<file path="config.mk">
export PLATFORM = sky130hd
export DESIGN_NAME = sorted_priority_queue_unit_flat
export DESIGN_NICKNAME = d
export VERILOG_FILES = /design/src/rtl/core/spq_pkg.sv /design/src/rtl/core/spq_if.sv /design/src/rtl/core/spq_datapath.sv /design/src/rtl/core/spq_ctrl.sv /design/src/rtl/core/sorted_priority_queue_unit.sv /design/src/flat_wrapper.sv
export VERILOG_INCLUDE_DIRS = /design/src /design/src/rtl/core
export SDC_FILE = /design/constraint.sdc
export NUM_CORES = 2
export LEC_CHECK = 0
export ABC_AREA = 1
export BUFFER_PORTS_ARGS = -buffer_cell sky130_fd_sc_hd__buf_4
export CORE_ASPECT_RATIO = 2
export CORE_MARGIN = 2
export CORE_UTILIZATION = 58
export DETAILED_ROUTE_END_ITERATION = 7
export PLACE_DENSITY = 0.77
export SLEW_MARGIN = 40
export SYNTH_ARGS = -nofsm -noshare
export SYNTH_HDL_FRONTEND = slang
export SYNTH_SLANG_ARGS = --single-unit
</file>
<file path="constraint.sdc">
create_clock -name clk -period 6.15 [get_ports clk]
set_input_delay 1.845 -clock clk [delete_from_list [all_inputs] [get_ports clk]]
set_output_delay 1.845 -clock clk [all_outputs]
set_load 0.02 [all_outputs]
</file>
<file path="src/rtl/core/sorted_priority_queue_unit_defines.svh">
// ---------------------------------------------------------------------------
// Assertion macros shared by the sorted priority queue RTL
// Every macro samples on clk and is disabled while rst_n is low.
// ---------------------------------------------------------------------------
`ifndef SORTED_PRIORITY_QUEUE_UNIT_DEFINES_SVH
`define SORTED_PRIORITY_QUEUE_UNIT_DEFINES_SVH

// condition that holds on every clock edge
`define SPQ_ASSERT_ALWAYS(lbl, cond, msg) \
  lbl: assert property (@(posedge clk) disable iff (!rst_n) (cond)) else $error(msg);

// temporal property
`define SPQ_ASSERT_PROP(lbl, prop, msg) \
  lbl: assert property (@(posedge clk) disable iff (!rst_n) prop) else $error(msg);

`endif

</file>
<file path="src/rtl/core/spq_pkg.sv">
// ---------------------------------------------------------------------------
// spq_pkg
// Shared constants, operation codes and control types of the sorted
// priority queue.
// ---------------------------------------------------------------------------
`default_nettype none

package spq_pkg;

  localparam int DEPTH_DEF     = 16;
  localparam int PRIO_BITS_DEF = 16;

  localparam int ACTION_W = 2;
  localparam int VALUE_W  = 32;
  localparam int PRIO_W   = 16;
  localparam int STATUS_W = 2;
  localparam int COUNT_W  = 5;

  localparam logic [ACTION_W-1:0] ACT_ENQ = 2'd0;
  localparam logic [ACTION_W-1:0] ACT_DEQ = 2'd1;
  localparam logic [ACTION_W-1:0] ACT_CLR = 2'd2;

  localparam logic [STATUS_W-1:0] ST_OK        = 2'd0;
  localparam logic [STATUS_W-1:0] ST_DEQ_EMPTY = 2'd1;
  localparam logic [STATUS_W-1:0] ST_ENQ_FULL  = 2'd2;

  // controller -> datapath commands
  typedef struct packed {
    logic capture;   // latch the accepted transaction
    logic execute;   // update the store and load the result register
  } spq_cmd_t;

endpackage

`default_nettype wire

</file>
<file path="src/rtl/core/spq_if.sv">
// ---------------------------------------------------------------------------
// spq_in_if / spq_out_if
// Valid/ready channels carrying queue requests and queue results.
// ---------------------------------------------------------------------------
`default_nettype none

interface spq_in_if;
  logic               valid;
  logic               ready;
  logic [1:0]         action;
  logic signed [31:0] value;
  logic [15:0]        priority_req;

  modport source (output valid, action, value, priority_req, input ready);
  modport sink   (input valid, action, value, priority_req, output ready);
endinterface

interface spq_out_if;
  logic               valid;
  logic               ready;
  logic signed [31:0] data;
  logic [1:0]         status;
  logic [4:0]         count;
  logic               empty_res;

  modport source (output valid, data, status, count, empty_res, input ready);
  modport sink   (input valid, data, status, count, empty_res, output ready);
endinterface

`default_nettype wire

</file>
<file path="src/rtl/core/spq_datapath.sv">
// ---------------------------------------------------------------------------
// spq_datapath
// Sorted cell chain, element count, request latch and result register.
// All cells compare against the new priority at once and shift together.
// ---------------------------------------------------------------------------
`default_nettype none

module spq_datapath #(
  parameter int DEPTH     = 16,
  parameter int PRIO_BITS = 16
) (
  input  wire logic                clk,
  input  wire logic                rst_n,
  input  wire spq_pkg::spq_cmd_t   cmd,
  input  wire logic [1:0]          in_action,
  input  wire logic signed [31:0]  in_value,
  input  wire logic [15:0]         in_priority_req,
  output logic signed [31:0]       res_data,
  output logic [1:0]               res_status,
  output logic [4:0]               res_count,
  output logic                     res_empty
);
  import spq_pkg::*;

  localparam int CW = $clog2(DEPTH + 1);

  logic [ACTION_W-1:0]  op_action_r;
  logic [VALUE_W-1:0]   op_value_r;
  logic [PRIO_BITS-1:0] op_prio_r;

  logic [VALUE_W-1:0]   val_r   [DEPTH];
  logic [PRIO_BITS-1:0] pri_r   [DEPTH];
  logic [VALUE_W-1:0]   val_nxt [DEPTH];
  logic [PRIO_BITS-1:0] pri_nxt [DEPTH];
  logic [CW-1:0]        cnt_r, cnt_nxt;

  logic [VALUE_W-1:0]   res_data_r, res_data_nxt;
  logic [STATUS_W-1:0]  res_status_r, res_status_nxt;
  logic [CW-1:0]        res_cnt_r;
  logic                 res_empty_r;

  logic [DEPTH-1:0]     le;      // occupied cell whose priority <= new one
  logic                 full, empty;
  logic [PRIO_BITS+PRIO_W-1:0] prio_ext;
  logic [CW+COUNT_W-1:0]       cnt_ext;

  // priority taken modulo 2^PRIO_BITS
  assign prio_ext = {{PRIO_BITS{1'b0}}, in_priority_req};

  assign full  = (cnt_r == CW'(DEPTH));
  assign empty = (cnt_r == '0);

  always_comb begin
    for (int i = 0; i < DEPTH; i++) begin
      le[i] = (CW'(i) < cnt_r) && (pri_r[i] <= op_prio_r);
    end
  end

  always_comb begin
    for (int i = 0; i < DEPTH; i++) begin
      val_nxt[i] = val_r[i];
      pri_nxt[i] = pri_r[i];
    end
    cnt_nxt        = cnt_r;
    res_status_nxt = ST_OK;
    res_data_nxt   = empty ? '0 : val_r[0];

    unique case (op_action_r)
      ACT_ENQ: begin
        if (full) begin
          res_status_nxt = ST_ENQ_FULL;
        end else begin
          // keep cells ahead, drop new entry in the first slot behind them,
          // shift the rest down by one
          for (int i = 0; i < DEPTH; i++) begin
            if (!le[i]) begin
              if (i == 0) begin
                val_nxt[i] = op_value_r;
                pri_nxt[i] = op_prio_r;
              end else if (le[i-1]) begin
                val_nxt[i] = op_value_r;
                pri_nxt[i] = op_prio_r;
              end else begin
                val_nxt[i] = val_r[i-1];
                pri_nxt[i] = pri_r[i-1];
              end
            end
          end
          cnt_nxt      = cnt_r + 1'b1;
          res_data_nxt = (empty || !le[0]) ? op_value_r : val_r[0];
        end
      end
      ACT_DEQ: begin
        if (empty) begin
          res_status_nxt = ST_DEQ_EMPTY;
          res_data_nxt   = '0;
        end else begin
          for (int i = 0; i < DEPTH - 1; i++) begin
            val_nxt[i] = val_r[i+1];
            pri_nxt[i] = pri_r[i+1];
          end
          cnt_nxt      = cnt_r - 1'b1;
          res_data_nxt = val_r[0];
        end
      end
      ACT_CLR: begin
        cnt_nxt      = '0;
        res_data_nxt = '0;
      end
      default: begin
        // unused code: report head only
      end
    endcase
  end

  always_ff @(posedge clk) begin
    if (!rst_n) begin
      cnt_r <= '0;
    end else if (cmd.execute) begin
      cnt_r <= cnt_nxt;
    end
  end

  always_ff @(posedge clk) begin
    if (cmd.capture) begin
      op_action_r <= in_action;
      op_value_r  <= in_value;
      op_prio_r   <= prio_ext[PRIO_BITS-1:0];
    end
    if (cmd.execute) begin
      for (int i = 0; i < DEPTH; i++) begin
        val_r[i] <= val_nxt[i];
        pri_r[i] <= pri_nxt[i];
      end
      res_data_r   <= res_data_nxt;
      res_status_r <= res_status_nxt;
      res_cnt_r    <= cnt_nxt;
      res_empty_r  <= (cnt_nxt == '0);
    end
  end

  assign cnt_ext    = {{COUNT_W{1'b0}}, res_cnt_r};
  assign res_data   = res_data_r;
  assign res_status = res_status_r;
  assign res_count  = cnt_ext[COUNT_W-1:0];
  assign res_empty  = res_empty_r;

`include "sorted_priority_queue_unit_defines.svh"

  `SPQ_ASSERT_ALWAYS(a_cnt_bound, cnt_r <= CW'(DEPTH), "count exceeds depth")
  `SPQ_ASSERT_PROP(a_clr_empties,
                   (cmd.execute && op_action_r == ACT_CLR) |=> (cnt_r == '0),
                   "clear left entries")
  `SPQ_ASSERT_PROP(a_full_drop,
                   (cmd.execute && op_action_r == ACT_ENQ && full) |=> $stable(cnt_r),
                   "enqueue on full changed count")
  `SPQ_ASSERT_PROP(a_deq_dec,
                   (cmd.execute && op_action_r == ACT_DEQ && !empty)
                     |=> (cnt_r == CW'($past(cnt_r) - 1'b1)),
                   "dequeue did not drop one entry")

endmodule

`default_nettype wire

</file>
<file path="src/rtl/core/spq_ctrl.sv">
// ---------------------------------------------------------------------------
// spq_ctrl
// Two-state sequencer: take a transaction, then execute it once the result
// register is free or being drained. Owns the result valid flag.
// ---------------------------------------------------------------------------
`default_nettype none

module spq_ctrl (
  input  wire logic               clk,
  input  wire logic               rst_n,
  input  wire logic               in_valid,
  output logic                    in_ready,
  output logic                    out_valid,
  input  wire logic               out_ready,
  output spq_pkg::spq_cmd_t       cmd
);
  import spq_pkg::*;

  localparam logic S_IDLE = 1'b0;
  localparam logic S_EXEC = 1'b1;

  logic state_r, state_nxt;
  logic out_valid_r, out_valid_nxt;
  logic slot_free;

  assign slot_free   = !out_valid_r || out_ready;
  assign in_ready    = (state_r == S_IDLE);
  assign cmd.capture = in_valid && in_ready;
  assign cmd.execute = (state_r == S_EXEC) && slot_free;

  always_comb begin
    state_nxt = state_r;
    unique case (state_r)
      S_IDLE:  if (cmd.capture) state_nxt = S_EXEC;
      S_EXEC:  if (cmd.execute) state_nxt = S_IDLE;
      default: state_nxt = S_IDLE;
    endcase
  end

  always_comb begin
    priority if (cmd.execute) begin
      out_valid_nxt = 1'b1;
    end else if (out_ready) begin
      out_valid_nxt = 1'b0;
    end else begin
      out_valid_nxt = out_valid_r;
    end
  end

  always_ff @(posedge clk) begin
    if (!rst_n) begin
      state_r     <= S_IDLE;
      out_valid_r <= 1'b0;
    end else begin
      state_r     <= state_nxt;
      out_valid_r <= out_valid_nxt;
    end
  end

  assign out_valid = out_valid_r;

endmodule

`default_nettype wire

</file>
<file path="src/rtl/core/sorted_priority_queue_unit.sv">
// ---------------------------------------------------------------------------
// sorted_priority_queue_unit
// Bounded min-first priority queue kept as a sorted chain of cells.
// ---------------------------------------------------------------------------
// Usage:
//   in_ch carries one request per transaction: action (enqueue, dequeue,
//   clear), value and priority_req. out_ch returns exactly one result per
//   request: data, status, count and empty_res, in request order.
//   Equal priorities leave in arrival order. An enqueue on a full queue is
//   dropped with status "full"; a dequeue on an empty queue returns 0 with
//   status "empty".
//   An accepted request waits in the request latch and is executed into
//   the result register once that register is free. A new request is taken
//   only after the last one has executed: the request latch and the
//   compare-and-shift of all cells form a two-step sequence for each request.
//   The result register holds while out_ch.ready is low; the next request
//   is still taken and waits in the request latch until the result leaves.
//   Reset (rst_n low, synchronous) empties the queue and drops any pending
//   result; cell contents are left as they are.
// ---------------------------------------------------------------------------
`default_nettype none

module sorted_priority_queue_unit #(
  parameter int DEPTH     = spq_pkg::DEPTH_DEF,
  parameter int PRIO_BITS = spq_pkg::PRIO_BITS_DEF
) (
  input  wire logic  clk,
  input  wire logic  rst_n,
  spq_in_if.sink     in_ch,
  spq_out_if.source  out_ch
);
  import spq_pkg::*;

  spq_cmd_t cmd;

  spq_ctrl u_ctrl (
    .clk       (clk),
    .rst_n     (rst_n),
    .in_valid  (in_ch.valid),
    .in_ready  (in_ch.ready),
    .out_valid (out_ch.valid),
    .out_ready (out_ch.ready),
    .cmd       (cmd)
  );

  spq_datapath #(
    .DEPTH     (DEPTH),
    .PRIO_BITS (PRIO_BITS)
  ) u_dp (
    .clk             (clk),
    .rst_n           (rst_n),
    .cmd             (cmd),
    .in_action       (in_ch.action),
    .in_value        (in_ch.value),
    .in_priority_req (in_ch.priority_req),
    .res_data        (out_ch.data),
    .res_status      (out_ch.status),
    .res_count       (out_ch.count),
    .res_empty       (out_ch.empty_res)
  );

endmodule

`default_nettype wire
</file>
<file path="src/flat_wrapper.sv">
// flat-port wrapper written by rule: the top's interface ports become plain ports
module sorted_priority_queue_unit_flat import spq_pkg::*;
#(
  parameter int DEPTH     = spq_pkg::DEPTH_DEF,
  parameter int PRIO_BITS = spq_pkg::PRIO_BITS_DEF
)
  (clk, rst_n, in_ch_valid, in_ch_action, in_ch_value, in_ch_priority_req, in_ch_ready, out_ch_valid, out_ch_data, out_ch_status, out_ch_count, out_ch_empty_res, out_ch_ready);
  spq_in_if in_ch_i ();
  spq_out_if out_ch_i ();
  input  wire logic clk;
  input  wire logic rst_n;
  input wire logic [$bits(in_ch_i.valid)-1:0] in_ch_valid;
  input wire logic [$bits(in_ch_i.action)-1:0] in_ch_action;
  input wire logic [$bits(in_ch_i.value)-1:0] in_ch_value;
  input wire logic [$bits(in_ch_i.priority_req)-1:0] in_ch_priority_req;
  output wire logic [$bits(in_ch_i.ready)-1:0] in_ch_ready;
  output wire logic [$bits(out_ch_i.valid)-1:0] out_ch_valid;
  output wire logic [$bits(out_ch_i.data)-1:0] out_ch_data;
  output wire logic [$bits(out_ch_i.status)-1:0] out_ch_status;
  output wire logic [$bits(out_ch_i.count)-1:0] out_ch_count;
  output wire logic [$bits(out_ch_i.empty_res)-1:0] out_ch_empty_res;
  input wire logic [$bits(out_ch_i.ready)-1:0] out_ch_ready;
  assign in_ch_i.valid = in_ch_valid;
  assign in_ch_i.action = in_ch_action;
  assign in_ch_i.value = in_ch_value;
  assign in_ch_i.priority_req = in_ch_priority_req;
  assign in_ch_ready = in_ch_i.ready;
  assign out_ch_valid = out_ch_i.valid;
  assign out_ch_data = out_ch_i.data;
  assign out_ch_status = out_ch_i.status;
  assign out_ch_count = out_ch_i.count;
  assign out_ch_empty_res = out_ch_i.empty_res;
  assign out_ch_i.ready = out_ch_ready;
  sorted_priority_queue_unit #(.DEPTH(DEPTH), .PRIO_BITS(PRIO_BITS)) u_core (.clk(clk), .rst_n(rst_n), .in_ch(in_ch_i), .out_ch(out_ch_i));
endmodule
</file>
==> summary.md <==
| Metric | Value |
|---|---|
| PwrDens | 246 nW/um^2 |
| Core box area | 89200 sq um |
| Pin count of the biggest net entering global routing | 213 |
| Worst path top cell family by delay | buffers and inverters |
| Worst Hold Launch | u_core.u_dp.val_r[1][239] |
| CTS tree | done |
| Global route overflow | 0 |
| Synth top cells by count | 2250 x nand2_1, 1371 x nand3_1, 858 x edfxtp_1 |
| Synth Net Count | 6842 |
| DRT Pass-1 Iters | 6 |
| Clk_lat worst skew | 0.69 ns |
| Cell area after synthesis | 52100 sq um |
| Initial antenna violation count | 1 |
| Clock buffer count from CTS | 81 |
| Die Y | 428 um |
| Hold crit path type | reg2reg |
| Fillers | 7667 |
| Max-cap violations | 0 |
| Synth Area per Inst | 7.99 sq um |
| Row count | 155 |
| FFs w/ async S/R, synth | 0% |
| Final setup violation count | 0 |
| DR iter-0 viols | 4013 |
| Fin. max-slew vios | 0 |
| Dpl cells | 7445 |
| DRT antenna net count | 0 |
| Crit path from | u_core.u_dp.op_prio_r[13] |
| GRT Overall Usage | 29.1% |
| Ys Warns | 0 |
| Vias in the first global route | 42.6k |
| Yosys top cell area share | 49.4% |
| Sequential share of the synthesized area | 49.7% |
| Initial Utilization | 58.5% |
| Die area | 92500 sq um |
| VDD IR max | 0.336 mV |
| Worst-path clk slew | 0.06 ns |
| Post-synth top flop | edfxtp_1 |
| H-Tree Depth | 3 |
| Status | complete, no violations |
| Leading area contributor after synthesis | edfxtp_1 |
| Layout area overhead | 7.45% |
| Setup tns final | 0 ns |
| Crit path launch type | flop |
| Post-route DRC | 0 |
| Highest Clock Rate | 235 MHz |
| I/O pin cnt | 96 |
| Crit path max fanout | 25 |
| Final WL | 136 mm |
| Critical path class | reg2reg |
| Worst reg2reg startpoint | u_core.u_dp.op_prio_r[13] |
| Root Buffer | clkbuf_16 |
| Count of clock tree sinks | 865 |
| Via Count | 43.0k |
| Post-synthesis register bit count | 865 |
| Post-CTS resize count | 0 |
| CTS max path bufs | 3 |
| Worst Path Required | 6.49 ns |
| Ordered cell list for the critical path | clkinv_1 > ha_1 > nand4_1 > nor3_1 > o21ai_0 > nand2_1 > nand2_1 > nand2_2 > o21ai_0 > inv_2 > buf_4 |
| Post-synthesis instance total | 6529 |
| Via density per instance | 5.66 |
| RSZ-0062 raised after global routing | no |
| Yosys cell types | 31 |
| Gpl congestion | 0.899 |
| Measured slew at the worst slew-check pin | 0.828 ns |
| Final Hold Vio Count | 0 |
| Port Buf Inserts | 95 |
| Final Instance Count excl. Fillers | 7593 |
| Leak | 26.1 nW |
| Critical Path Sink Type | flop |
| DPL Wire Length | 94.3 mm |
| Count leader, synth | nand2_1 |
| Max-Slew Margin vs Limit | 44.5% |
| EDFF count, synth | 858 |
| Synth top area cells | edfxtp_1 49%, nand2_1 16%, nand3_1 13% |
| WL/cell | 17.9 um |
| CP peak stage delay | 0.65 ns |
| Final Cycle Share | 69.1% |
| Hold buffer count at CTS | 0 |
| Post-CTS setup buffer count | 0 |
| CP max-delay cell | clkinv_1 |
| First-pass GRT wire length | 220 mm |
| Fin Clk Skew | 0.0211 ns |
| Worst Path Arrival | 4.59 ns |
| Share of layout cells above drive strength 1 | 5.55% |
| Min cycle time layout | 4.25 ns |
| Buf/Inv on CP | 3 |
| Final Net Count | 6667 |
| Die X | 216 um |
==> cell usage in the layout, fill, tap and decap left out, drive strengths merged <==
cell type,n
nand2,2251
ha,259
a32oi,1
a21o,1
nor4,1
clkinv,59
o31ai,1
nor3,7
o21bai,1
o211ai,1
edfxtp,858
a21oi,132
a21boi,2
bufinv,9
nand4,43
nand3,1371
nand3b,13
o22ai,78
dfxtp,7
o21ai,159
inv,757
diode,1
nor2,123
clkbuf,97
a31oi,1
buf,183
==> cell type report <==
class                   count  area [sq um]  share of cell area, %
clock buffers              97          2110                   3.76
diodes                      1          2.50                0.00447
inverters                 778          2970                   5.29
multi-input cells        4445         21600                   38.5
clock inverters            47           497                  0.886
repair buffers            183          1490                   2.65
well taps                1177          1470                   2.63
flip-flops and latches    865         25900                   46.2
==> routing by layer <==
layer	track usage, %	up-vias	wire length (um)
met1	34.6	19877	52800
met3	3.89	313	7700
li1	-	21212	-
met2	52.5	1610	70300
met5	0	-	0
met4	11.9	0	4890
==> metrics by stage <==
step / setup slack (ns) / instance area (sq um) / total power [mW] / util (%) / hold WS [ns]
final: 1.90 / 56000 / 13.8 / 62.8 / 0.520
after global routing: 1.71 / 56000 / 14.3 / 62.8 / 0.546
after CTS: 2.01 / 56000 / 13.9 / 62.7 / 0.518
after detailed placement: 1.61 / 53400 / 8.76 / 59.8 / 0.507
after global placement: 1.65 / 53300 / 8.71 / 59.8 / 0.499
after floorplan: 0.251 / 52100 / 8.24 / - / 0.495
==> state kept, by name (all words and copies together) (netlist names) <==
register / cells
u_core.u_dp.val_r: 512
u_core.u_dp.pri_r: 256
u_core.u_dp.op_value_r: 32
u_core.u_dp.res_data: 32
u_core.u_dp.op_prio_r: 16
u_core.u_dp.cnt_r: 5
u_core.u_dp.res_count: 5
u_core.u_dp.op_action_r: 2
u_core.u_dp.res_status: 2
u_core.u_ctrl.out_valid: 1
u_core.u_ctrl.state_r: 1
u_core.u_dp.res_empty: 1
==> where the power goes <==
group | switching [mW] | leakage, nW | internal [mW]
clock network | 2.30 | 1.29 | 2.84
logic | 1.24 | 16.9 | 0.499
registers | 0.127 | 7.95 | 6.81
==> worst register-to-register path, cell delays in order, from the launching register on <==
cell and delay (ns):
edfxtp_1 0.35, clkinv_1 0.65, ha_1 0.64, nand4_1 0.19, nor3_1 0.38, o21ai_0 0.16
nand2_1 0.08, nand2_1 0.06, nand2_2 0.28, o21ai_0 0.16, inv_2 0.48, buf_4 0.45
==> final timing paths <==
path | end | depth (start not counted) | slack, ns
min | u_core.u_dp.val_r[1][207] | 2 | 0.52
max reg2reg | u_core.u_dp.val_r[1][213] | 11 | 1.90
min reg2reg | u_core.u_dp.val_r[1][207] | 2 | 0.52
max | u_core.u_dp.val_r[1][213] | 11 | 1.90
==> cell families (layout without fill, tap and decap cells) <==
| logic type | Yosys count | in the layout | synth area share, % |
|---|---|---|---|
| simple gates | 3809 | 3809 | 31.1 |
| buf+inv | 1219 | 1105 | 9.17 |
| flops | 865 | 865 | 49.7 |
| compound gates | 377 | 377 | 3.86 |
| fa+ha+maj | 259 | 259 | 6.21 |
| other cells | 0 | 1 | 0 |
Power figures use the tool's default switching activity.
